### config.mk
export PLATFORM = sky130hd
export DESIGN_NAME = bus_activity_led_color_core
export DESIGN_NICKNAME = d
export VERILOG_FILES = /design/src/design/bac_pkg.sv /design/src/design/bac_sermul.sv /design/src/design/bus_activity_led_color_core.sv
export VERILOG_INCLUDE_DIRS = /design/src /design/src/design
export SDC_FILE = /design/constraint.sdc
export NUM_CORES = 2
export LEC_CHECK = 0
export ABC_AREA = 0
export BUFFER_PORTS_ARGS = -buffer_cell sky130_fd_sc_hd__clkbuf_2
export CORE_MARGIN = 2
export CORE_UTILIZATION = 30
export CTS_BUF_LIST = sky130_fd_sc_hd__clkbuf_8
export CTS_CLUSTER_SIZE = 10
export DETAILED_ROUTE_END_ITERATION = 8
export PLACE_DENSITY = 0.44
export SYNTH_ARGS = -nofsm -noshare
export SYNTH_HDL_FRONTEND = slang
export SYNTH_SLANG_ARGS = --single-unit
### constraint.sdc
create_clock -name clock -period 15.45 [get_ports clock]
set_clock_uncertainty 0.2 [all_clocks]
set_input_delay 1.545 -clock clock [delete_from_list [all_inputs] [get_ports clock]]
set_output_delay 1.545 -clock clock [all_outputs]
set_load 0.01 [all_outputs]
### src/design/bus_activity_led_color_core_defines.svh
// -----------------------------------------------------------------------------
// Bus activity status pixel - assertion macros
// Shared concurrent check forms, clocked on clock and quiet during reset.
// -----------------------------------------------------------------------------
`ifndef BUS_ACTIVITY_LED_COLOR_CORE_DEFINES_SVH
`define BUS_ACTIVITY_LED_COLOR_CORE_DEFINES_SVH

// expression holds at every edge out of reset
`define BAC_ASSERT_HOLDS(label, expr) \
   label: assert property (@(posedge clock) disable iff (reset) (expr)) \
      else $error("bac: check failed");

// consequent holds in the same cycle as the antecedent
`define BAC_ASSERT_IMPLIES(label, ante, cons) \
   label: assert property (@(posedge clock) disable iff (reset) (ante) |-> (cons)) \
      else $error("bac: check failed");

`endif

### src/design/bac_pkg.sv
// -----------------------------------------------------------------------------
// Bus activity status pixel - package
// Widths, codes, colours and shared types of the status pixel core.
// -----------------------------------------------------------------------------
package bac_pkg;

   localparam int LEVEL_WIDTH = 24;                 // activity level, Q8
   localparam int TIME_W      = 32;
   localparam int CNT_W       = 16;
   localparam int COL_W       = 8;
   localparam int THR_W       = 17;
   localparam int DECAY_W     = 8;
   localparam int CSR_IDX_W   = 3;
   localparam int CSR_DATA_W  = 17;

   // serial multiplier geometry
   localparam int MCAND_W  = LEVEL_WIDTH + 1;
   localparam int MPLIER_W = 16;
   localparam int PROD_W   = MCAND_W + MPLIER_W;
   localparam int MSTEP_W  = $clog2(MPLIER_W + 1);

   // level update sum: decayed level plus count shifted into Q8
   localparam int SUM_W = ((LEVEL_WIDTH > CNT_W + 8) ? LEVEL_WIDTH : CNT_W + 8) + 1;
   localparam logic [LEVEL_WIDTH-1:0] LEVEL_MAX = '1;

   localparam logic [COL_W-1:0] BASE_MAX   = 8'd80;
   localparam logic [COL_W-1:0] BLINK_HIGH = 8'd120;
   localparam logic [COL_W-1:0] BLINK_LOW  = 8'd10;

   typedef enum logic [CSR_IDX_W-1:0] {
      CSR_HOLD_MS        = 3'd0,
      CSR_PEAK_MS        = 3'd1,
      CSR_BURST_THRESH   = 3'd2,
      CSR_LINK_PERIOD_MS = 3'd3,
      CSR_LINK_FLASH_MS  = 3'd4,
      CSR_DECAY_Q8       = 3'd5,
      CSR_GAIN_Q8        = 3'd6,
      CSR_BLINK_MS       = 3'd7
   } csr_idx_type;

   typedef enum logic [1:0] {
      HEALTH_OK       = 2'd0,
      HEALTH_DEGRADED = 2'd1,
      HEALTH_ERROR    = 2'd2,
      HEALTH_BUS_OFF  = 2'd3
   } health_type;

   typedef enum logic [3:0] {
      ST_IDLE,
      ST_LINK,
      ST_MODE,
      ST_TIMERS,
      ST_RX_MUL,
      ST_RX_WAIT,
      ST_TX_MUL,
      ST_TX_WAIT,
      ST_GAIN_MUL,
      ST_GAIN_WAIT,
      ST_EMIT
   } state_type;

   typedef struct packed {
      logic [COL_W-1:0] red;
      logic [COL_W-1:0] green;
      logic [COL_W-1:0] blue;
   } color_type;

   localparam color_type COL_YELLOW = '{red: 8'd150, green: 8'd150, blue: 8'd0};
   localparam color_type COL_RED    = '{red: 8'd150, green: 8'd0,   blue: 8'd0};
   localparam color_type COL_ORANGE = '{red: 8'd80,  green: 8'd30,  blue: 8'd0};
   localparam color_type COL_WHITE  = '{red: 8'd100, green: 8'd100, blue: 8'd100};

   typedef struct packed {
      logic [15:0]          hold_ms;
      logic [15:0]          peak_ms;
      logic [THR_W-1:0]     burst_thresh;
      logic [15:0]          link_period_ms;
      logic [15:0]          link_flash_ms;
      logic [DECAY_W-1:0]   decay_q8;
      logic [15:0]          gain_q8;
      logic [15:0]          blink_ms;
   } cfg_type;

   localparam cfg_type CFG_RESET = '{
      hold_ms:        16'd20,
      peak_ms:        16'd40,
      burst_thresh:   17'd50,
      link_period_ms: 16'd1000,
      link_flash_ms:  16'd25,
      decay_q8:       8'd230,
      gain_q8:        16'd410,
      blink_ms:       16'd200
   };

   typedef struct packed {
      logic [LEVEL_WIDTH-1:0] rx_level;
      logic [LEVEL_WIDTH-1:0] tx_level;
      logic [TIME_W-1:0]      rx_hold_until;
      logic [TIME_W-1:0]      tx_hold_until;
      logic [TIME_W-1:0]      peak_hold_until;
      logic [TIME_W-1:0]      next_flash_at;
      logic [TIME_W-1:0]      flash_end_at;
      logic [TIME_W-1:0]      blink_mark;
      logic                   blink_on;
      logic [CNT_W-1:0]       pending_rx;
      logic [CNT_W-1:0]       pending_tx;
   } track_type;

   typedef struct packed {
      logic                start;
      logic [MCAND_W-1:0]  mcand;
      logic [MPLIER_W-1:0] mplier;
   } mul_req_type;

   typedef struct packed {
      logic              busy;
      logic              done;
      logic [PROD_W-1:0] product;
   } mul_rsp_type;

   // floor(level * decay / 256) + cnt * 256, saturated to the level range
   function automatic logic [LEVEL_WIDTH-1:0] level_update(
      input logic [PROD_W-1:0] prod,
      input logic [CNT_W-1:0]  cnt
   );
      logic [SUM_W-1:0] sum;
      sum = SUM_W'(prod[LEVEL_WIDTH+7:8]) + SUM_W'({cnt, 8'd0});
      if (sum > SUM_W'(LEVEL_MAX)) begin
         level_update = LEVEL_MAX;
      end else begin
         level_update = sum[LEVEL_WIDTH-1:0];
      end
   endfunction

endpackage

### src/design/bac_sermul.sv
// -----------------------------------------------------------------------------
// Bus activity status pixel - bit-serial multiplier
// Shift-and-add unsigned multiplier, one multiplier bit per cycle.
// -----------------------------------------------------------------------------
module bac_sermul
   import bac_pkg::*;
(
   input  logic        clock,
   input  logic        reset,
   input  mul_req_type mul_req,
   output mul_rsp_type mul_rsp
);

   logic [PROD_W-1:0]  prod_ff, prod_in;
   logic [MCAND_W-1:0] mcand_ff, mcand_in;
   logic [MSTEP_W-1:0] step_ff, step_in;
   logic               done_ff, done_in;
   logic [MCAND_W:0]   partial;

   // upper half gains the multiplicand when the bit under test is set
   assign partial = {1'b0, prod_ff[PROD_W-1:MPLIER_W]}
                  + (prod_ff[0] ? {1'b0, mcand_ff} : '0);

   always_comb begin
      prod_in  = prod_ff;
      mcand_in = mcand_ff;
      step_in  = step_ff;
      done_in  = 1'b0;
      if (mul_req.start) begin
         prod_in  = {{MCAND_W{1'b0}}, mul_req.mplier};
         mcand_in = mul_req.mcand;
         step_in  = MSTEP_W'(MPLIER_W);
      end else if (step_ff != '0) begin
         prod_in = {partial, prod_ff[MPLIER_W-1:1]};
         step_in = step_ff - MSTEP_W'(1);
         done_in = (step_ff == MSTEP_W'(1));
      end
   end

   always_ff @(posedge clock) begin
      if (reset) begin
         step_ff <= '0;
         done_ff <= 1'b0;
      end else begin
         step_ff <= step_in;
         done_ff <= done_in;
      end
      prod_ff  <= prod_in;
      mcand_ff <= mcand_in;
   end

   assign mul_rsp.busy    = (step_ff != '0);
   assign mul_rsp.done    = done_ff;
   assign mul_rsp.product = prod_ff;

endmodule

### src/design/bus_activity_led_color_core.sv
// -----------------------------------------------------------------------------
// Bus activity status pixel - core
// Turns one refresh tick of bus activity into one RGB status colour.
// -----------------------------------------------------------------------------
// One word on req_ is one refresh tick; one word on rsp_ is the colour for it.
// Ticks are handled one at a time. An override tick (link-down flash, bus off,
// error blink, degraded) passes through the link, mode and emit states, and
// the next tick is taken once the sequencer is back in idle. A normal tick
// runs three products through the bit-serial multiplier (rx decay, tx decay,
// brightness gain), each of 16 shift-and-add steps; that multiplier sets the
// rate. The result sits in an output register, so a stalled rsp_ word does
// not stop the next tick from being taken. Configuration writes land at once
// and should only be made while no tick is in flight.

`include "bus_activity_led_color_core_defines.svh"

module bus_activity_led_color_core
   import bac_pkg::*;
(
   input  logic                  clock,
   input  logic                  reset,
   // tick in
   input  logic                  req_valid,
   output logic                  req_stall,
   input  logic [TIME_W-1:0]     req_now_ms,
   input  logic [CNT_W-1:0]      req_rx_count,
   input  logic [CNT_W-1:0]      req_tx_count,
   input  logic                  req_link_up,
   input  logic [1:0]            req_bus_health,
   // colour out
   output logic                  rsp_valid,
   input  logic                  rsp_stall,
   output logic [COL_W-1:0]      rsp_red,
   output logic [COL_W-1:0]      rsp_green,
   output logic [COL_W-1:0]      rsp_blue,
   // configuration
   input  logic                  csr_we,
   input  logic [CSR_IDX_W-1:0]  csr_index,
   input  logic [CSR_DATA_W-1:0] csr_wdata
);

   state_type   state_ff, state_in;
   cfg_type     cfg_ff, cfg_in;
   track_type   trk_ff, trk_in;

   // latched tick
   logic [TIME_W-1:0] now_ff, now_in;
   logic              link_ff, link_in;
   health_type        health_ff, health_in;
   logic [CNT_W-1:0]  cnt_rx_ff, cnt_rx_in;   // counts with pending folded in
   logic [CNT_W-1:0]  cnt_tx_ff, cnt_tx_in;

   color_type   col_ff, col_in;
   color_type   rsp_col_ff, rsp_col_in;
   logic        rsp_valid_ff, rsp_valid_in;

   mul_req_type mul_req;
   mul_rsp_type mul_rsp;

   // working values of the combinational block
   logic                   blink_next;
   logic [MCAND_W-1:0]     base_wide;
   logic [COL_W-1:0]       base;
   logic [COL_W-1:0]       base_q;
   logic                   rx_act, tx_act, peak_act;
   logic                   mul_wait;

   bac_sermul u_sermul (
      .clock   (clock),
      .reset   (reset),
      .mul_req (mul_req),
      .mul_rsp (mul_rsp)
   );

   assign req_stall = (state_ff != ST_IDLE);
   assign rsp_valid = rsp_valid_ff;
   assign rsp_red   = rsp_col_ff.red;
   assign rsp_green = rsp_col_ff.green;
   assign rsp_blue  = rsp_col_ff.blue;

   // sequencer is parked on a product
   assign mul_wait = (state_ff == ST_RX_WAIT) || (state_ff == ST_TX_WAIT) ||
                     (state_ff == ST_GAIN_WAIT);

   // --- configuration registers ---------------------------------------------
   always_comb begin
      cfg_in = cfg_ff;
      if (csr_we) begin
         unique case (csr_idx_type'(csr_index))
            CSR_HOLD_MS:        cfg_in.hold_ms        = csr_wdata[15:0];
            CSR_PEAK_MS:        cfg_in.peak_ms        = csr_wdata[15:0];
            CSR_BURST_THRESH:   cfg_in.burst_thresh   = csr_wdata[THR_W-1:0];
            CSR_LINK_PERIOD_MS: cfg_in.link_period_ms = csr_wdata[15:0];
            CSR_LINK_FLASH_MS:  cfg_in.link_flash_ms  = csr_wdata[15:0];
            CSR_DECAY_Q8:       cfg_in.decay_q8       = csr_wdata[DECAY_W-1:0];
            CSR_GAIN_Q8:        cfg_in.gain_q8        = csr_wdata[15:0];
            CSR_BLINK_MS:       cfg_in.blink_ms       = csr_wdata[15:0];
            default:            cfg_in = cfg_ff;
         endcase
      end
   end

   // --- tick sequencer ------------------------------------------------------
   always_comb begin
      state_in   = state_ff;
      trk_in     = trk_ff;
      now_in     = now_ff;
      link_in    = link_ff;
      health_in  = health_ff;
      cnt_rx_in  = cnt_rx_ff;
      cnt_tx_in  = cnt_tx_ff;
      col_in     = col_ff;
      rsp_col_in = rsp_col_ff;
      mul_req    = '0;
      blink_next = trk_ff.blink_on;

      // brightness from the gain product, clipped at the base ceiling
      base_wide = mul_rsp.product[PROD_W-1:MPLIER_W];
      base      = (base_wide > MCAND_W'(BASE_MAX)) ? BASE_MAX : base_wide[COL_W-1:0];
      base_q    = base >> 2;
      rx_act    = (now_ff < trk_ff.rx_hold_until);
      tx_act    = (now_ff < trk_ff.tx_hold_until);
      peak_act  = (now_ff < trk_ff.peak_hold_until);

      // taken word leaves the output register
      rsp_valid_in = rsp_valid_ff && rsp_stall;

      unique case (state_ff)
         ST_IDLE: begin
            if (req_valid) begin
               now_in    = req_now_ms;
               link_in   = req_link_up;
               health_in = health_type'(req_bus_health);
               cnt_rx_in = trk_ff.pending_rx + req_rx_count;
               cnt_tx_in = trk_ff.pending_tx + req_tx_count;
               state_in  = ST_LINK;
            end
         end

         ST_LINK: begin
            // a flash window opens once per period while the link is down
            if (!link_ff && (now_ff >= trk_ff.next_flash_at)) begin
               trk_in.next_flash_at = now_ff + TIME_W'(cfg_ff.link_period_ms);
               trk_in.flash_end_at  = now_ff + TIME_W'(cfg_ff.link_flash_ms);
            end
            state_in = ST_MODE;
         end

         ST_MODE: begin
            // counts stay pending unless this turns out to be a normal tick
            trk_in.pending_rx = cnt_rx_ff;
            trk_in.pending_tx = cnt_tx_ff;
            state_in          = ST_EMIT;
            if (!link_ff && (now_ff < trk_ff.flash_end_at)) begin
               col_in = COL_YELLOW;
            end else begin
               unique case (health_ff)
                  HEALTH_BUS_OFF: col_in = COL_RED;
                  HEALTH_ERROR: begin
                     if ((now_ff - trk_ff.blink_mark) > TIME_W'(cfg_ff.blink_ms)) begin
                        trk_in.blink_mark = now_ff;
                        blink_next        = !trk_ff.blink_on;
                     end
                     trk_in.blink_on = blink_next;
                     col_in.red      = blink_next ? BLINK_HIGH : BLINK_LOW;
                     col_in.green    = '0;
                     col_in.blue     = '0;
                  end
                  HEALTH_DEGRADED: col_in = COL_ORANGE;
                  HEALTH_OK: begin
                     trk_in.pending_rx = '0;
                     trk_in.pending_tx = '0;
                     state_in          = ST_TIMERS;
                  end
                  default: col_in = COL_RED;
               endcase
            end
         end

         ST_TIMERS: begin
            if (cnt_rx_ff != '0) begin
               trk_in.rx_hold_until = now_ff + TIME_W'(cfg_ff.hold_ms);
            end
            if (cnt_tx_ff != '0) begin
               trk_in.tx_hold_until = now_ff + TIME_W'(cfg_ff.hold_ms);
            end
            if (({1'b0, cnt_rx_ff} + {1'b0, cnt_tx_ff}) > cfg_ff.burst_thresh) begin
               trk_in.peak_hold_until = now_ff + TIME_W'(cfg_ff.peak_ms);
            end
            state_in = ST_RX_MUL;
         end

         ST_RX_MUL: begin
            mul_req.start  = 1'b1;
            mul_req.mcand  = MCAND_W'(trk_ff.rx_level);
            mul_req.mplier = MPLIER_W'(cfg_ff.decay_q8);
            state_in       = ST_RX_WAIT;
         end

         ST_RX_WAIT: begin
            if (mul_rsp.done) begin
               trk_in.rx_level = level_update(mul_rsp.product, cnt_rx_ff);
               state_in        = ST_TX_MUL;
            end
         end

         ST_TX_MUL: begin
            mul_req.start  = 1'b1;
            mul_req.mcand  = MCAND_W'(trk_ff.tx_level);
            mul_req.mplier = MPLIER_W'(cfg_ff.decay_q8);
            state_in       = ST_TX_WAIT;
         end

         ST_TX_WAIT: begin
            if (mul_rsp.done) begin
               trk_in.tx_level = level_update(mul_rsp.product, cnt_tx_ff);
               state_in        = ST_GAIN_MUL;
            end
         end

         ST_GAIN_MUL: begin
            mul_req.start  = 1'b1;
            mul_req.mcand  = {1'b0, trk_ff.rx_level} + {1'b0, trk_ff.tx_level};
            mul_req.mplier = cfg_ff.gain_q8;
            state_in       = ST_GAIN_WAIT;
         end

         ST_GAIN_WAIT: begin
            if (mul_rsp.done) begin
               // peak burst wins, then rx/tx pulse colours, dim idle teal last
               if (peak_act) begin
                  col_in = COL_WHITE;
               end else if (rx_act && tx_act) begin
                  col_in = '{red: '0, green: base, blue: base};
               end else if (rx_act) begin
                  col_in = '{red: '0, green: '0, blue: base};
               end else if (tx_act) begin
                  col_in = '{red: '0, green: base, blue: '0};
               end else begin
                  col_in = '{red: '0, green: base_q, blue: base_q};
               end
               state_in = ST_EMIT;
            end
         end

         ST_EMIT: begin
            if (!rsp_valid_ff || !rsp_stall) begin
               rsp_col_in   = col_ff;
               rsp_valid_in = 1'b1;
               state_in     = ST_IDLE;
            end
         end

         default: state_in = ST_IDLE;
      endcase
   end

   always_ff @(posedge clock) begin
      if (reset) begin
         state_ff     <= ST_IDLE;
         cfg_ff       <= CFG_RESET;
         trk_ff       <= '0;
         rsp_valid_ff <= 1'b0;
      end else begin
         state_ff     <= state_in;
         cfg_ff       <= cfg_in;
         trk_ff       <= trk_in;
         rsp_valid_ff <= rsp_valid_in;
      end
      now_ff     <= now_in;
      link_ff    <= link_in;
      health_ff  <= health_in;
      cnt_rx_ff  <= cnt_rx_in;
      cnt_tx_ff  <= cnt_tx_in;
      col_ff     <= col_in;
      rsp_col_ff <= rsp_col_in;
   end

   // --- checks --------------------------------------------------------------
   // the multiplier only finishes while the sequencer waits for it
   `BAC_ASSERT_IMPLIES(a_mul_done_in_wait, mul_rsp.done, mul_wait)
   // a new word appears only out of the emit step
   `BAC_ASSERT_IMPLIES(a_rsp_from_emit, $rose(rsp_valid_ff), $past(state_ff) == ST_EMIT)
   // a normal tick has consumed its pending counts
   `BAC_ASSERT_IMPLIES(a_pending_cleared, state_ff == ST_TIMERS, {trk_ff.pending_rx, trk_ff.pending_tx} == '0)
   // no colour exceeds the brightest fixed colours
   `BAC_ASSERT_IMPLIES(a_colour_range, rsp_valid_ff, (rsp_col_ff.blue <= 8'd100) && (rsp_col_ff.red <= 8'd150))

endmodule
==> run metrics <==
worst endpoint required time between 15,000 and 20,000 ps; Port Buffers 116; vias in the first global route approximately 31,000; Max clock buf depth 3; Layout area overhead 13.60%; synthesis-stage register bit count about 580; Layout fillers about 13,000; async set or reset register ratio after synthesis 0%; cts hold-fix bufs 0; Final Max Tran Viols 0; Tightest Hold Check Type reg2reg; first-pass GRT wire length 181.2 mm; status finished, final reports clean; cells after synthesis approximately 4,300; crit path from now_ff[1]; met1 WL about 53 mm; Final min period between 5000 and 6000 ps; Hold Fails Final Rpt 0; CP Class reg2reg; commonest non-fill, non-tap cell in the layout nand2_1; Critical Path End Type flip-flop; CP Max Fanout 72; RSZ-0062 raised after global routing false; R2R Setup Slk 9560 ps; RR Startpoint now_ff[1]; Die Ht 352.9 microns; clock latency on the worst-skew pair between 800 and 900 ps; FF-to-FF End col_ff[22]; register area share after synthesis between 30 and 40%; grt ovf 0; crit path DAT approximately 6400 ps; Max IR drop VDD ~0.000077 V; Wirelength per Cell approximately 19 microns; Slew @ Worst Pin approximately 1200 ps; layout cell share with drive strength beyond 1 about a tenth; drt first pass iters 5; number of synthesized flops with an enable pin around 150; synth unique cells 85; die area ~0.12 sq mm; max layer used met4; Mapped Avg Cell Area approximately 8.5 sq um; crit share post-route 38.12%; hpwl dp approximately 84 mm; most frequent cells in the layout nand2_1 (543), dfxtp_1 (430), ha_1 (418); DRC violation count after routing 0; most used flip-flop cell after synthesis dfxtp_1; WL final ~120 mm; Fin Setup TNS 0 ps; largest net degree at the start of global routing approximately 170; chip width 352.9 microns; RD Place Congestion around 0.83; CTS H-tree depth 3; crit start category flip-flop; initial core utilization 30.13%; max_slew headroom between 10% and 20%; final setup fails 0; post-synthesis cell area 0.03652 sq mm; Detail Route met3 WL about 4.4 mm; core region area about 0.12 sq mm; Max stage delay on crit path approximately 600 ps; initial DRC count roughly 1,600; max-cap viol count 0; root buf cell clkbuf_8; min-delay src col_ff[19]; CTS resizes 0; wire length on met2 56.29 mm; critical path endpoint col_ff[22]; CP max-delay cell edfxtp_1; CP cell instances inv_1, fa_1, nand2b_1, a21oi_1, o21ai_1, o21ai_1, o21a_1, nor2_1, xnor2_1, ha_1, nand4_1, nor3_1, nand2_1, nor2_1, or3_1, o211ai_1, nor4_1, nand4_1, nor4_4, buf_4, mux2_2, nand3_1; antenna violations before repair 9; Fmax achieved between 150 and 200 MHz; vias per cell approximately 5; NumNets Final about 4,900; number of routed nets with antenna violations 0; Worst-path clk slew 60 ps; total I/O pin count between 100 and 150; total CTS buffers about 120; CTS Sinks between 500 and 600; vias approximately 30,000; placed insts between 5,000 and 6,000; Register-to-Register Path Depth 22; Finished Core Util 34.22%; leakage 0.01601 uW; CTS tree done; GRT Util Overall 18.66%; final cell count without fillers around 6,200; Synth Warn # 0; postcts setup bufs 0; Pwr per Cell Area approximately 160 mW/mm^2; row cnt 128
==> how the worst min path moves through the flow <==
stage | to | depth (start not counted)
floorplan | rsp_blue[0] | 0
global route | rsp_red[3] | 0
global placement | rsp_green[7] | 0
finish | rsp_red[3] | 0
CTS | rsp_green[2] | 0
detailed placement | rsp_blue[5] | 0
==> worst max-delay path: cells and delay by family (launching register included) <==
kind,cells,cell delay [ps]
xor+xnor,1,130
mux,1,400
flops,1,600
simple gates,11,1620
fa+ha+maj,2,810
compound gates,5,1120
buf+inv,2,820
==> report_power, final <==
part | switching (uW) | internal, uW
logic | 1770 | 1210
registers | 266 | 1890
clock network | 758 | 939
==> through the flow <==
stage	hold slack [ps]	area, sq um	power [uW]	setup slack, ps
5_1_grt	238.4	41490	7407	9007
2_1_floorplan	200.3	36530	4273	10340
3_3_place_gp	204.4	39010	5164	9631
6_report	223.8	41490	6834	9560
4_1_cts	229.0	41480	6934	9489
3_5_place_dp	207.9	39010	5179	9515
==> area by class of cell <==
cell class              count  area, sq um  area share [%]
diodes                      5        12.51         0.03016
well taps                1625         2033           4.900
flip-flops and latches    584        13230           31.89
clock inverters            78        544.3           1.312
multi-input cells        3239        21540           51.91
clock buffers             140         1927           4.644
inverters                 304         1141           2.750
repair buffers            177         1061           2.557
==> logic make-up after synthesis <==
kind of cell	share of synthesized area, %
compound gates	19.13
xor+xnor	5.539
fa+ha+maj	14.98
buf+inv	5.108
flops	36.23
mux	0.6886
other cells	0.01027
simple gates	18.32
==> synth_stat cells (16+ instances only) <==
cell	number	area [sq um]
nand3_1	107	535.5
and3_1	25	156.4
xor2_1	76	665.6
o21a_1	30	225.2
xnor2_1	155	1358
edfxtp_1	154	4624
ha_1	418	5230
o31ai_1	16	120.1
clkbuf_1	163	611.8
nor2_1	371	1393
a211oi_1	125	938.4
o21bai_1	24	180.2
inv_1	303	1137
a21o_1	102	765.7
nand4_1	43	269.0
or3b_2	31	271.5
and2_1	43	269.0
or3_1	30	187.7
a22oi_1	29	217.7
mux2i_1	24	240.2
nor3_1	75	375.4
nand3b_1	23	172.7
dfxtp_1	430	8608
nor4_1	28	175.2
nor2b_1	43	269.0
nand2b_1	39	244.0
o21ai_0	180	900.9
a21oi_1	417	2087
nand2_1	546	2049
a31oi_1	20	125.1
or2_2	16	100.1
==> routing by layer <==
layer  global-route usage [%]  up-vias
met3                    3.028      184
met5                        0        -
met4                    5.385        0
met1                    23.77    14400
met2                    32.36      550
li1                         -    15510
==> flip-flops by register name, summed over array words and instances, names as in the netlist <==
signal	flops
cfg_ff	121
cnt_rx_ff	16
cnt_tx_ff	16
col_ff	23
health_ff	2
link_ff	1
now_ff	32
rsp_blue	8
rsp_green	8
rsp_red	7
rsp_valid	1
state_ff	4
trk_ff	273
u_sermul.done_ff	1
u_sermul.mcand_ff	25
u_sermul.prod_ff	41
u_sermul.step_ff	5
No activity file was read; power rests on OpenSTA's default activity.
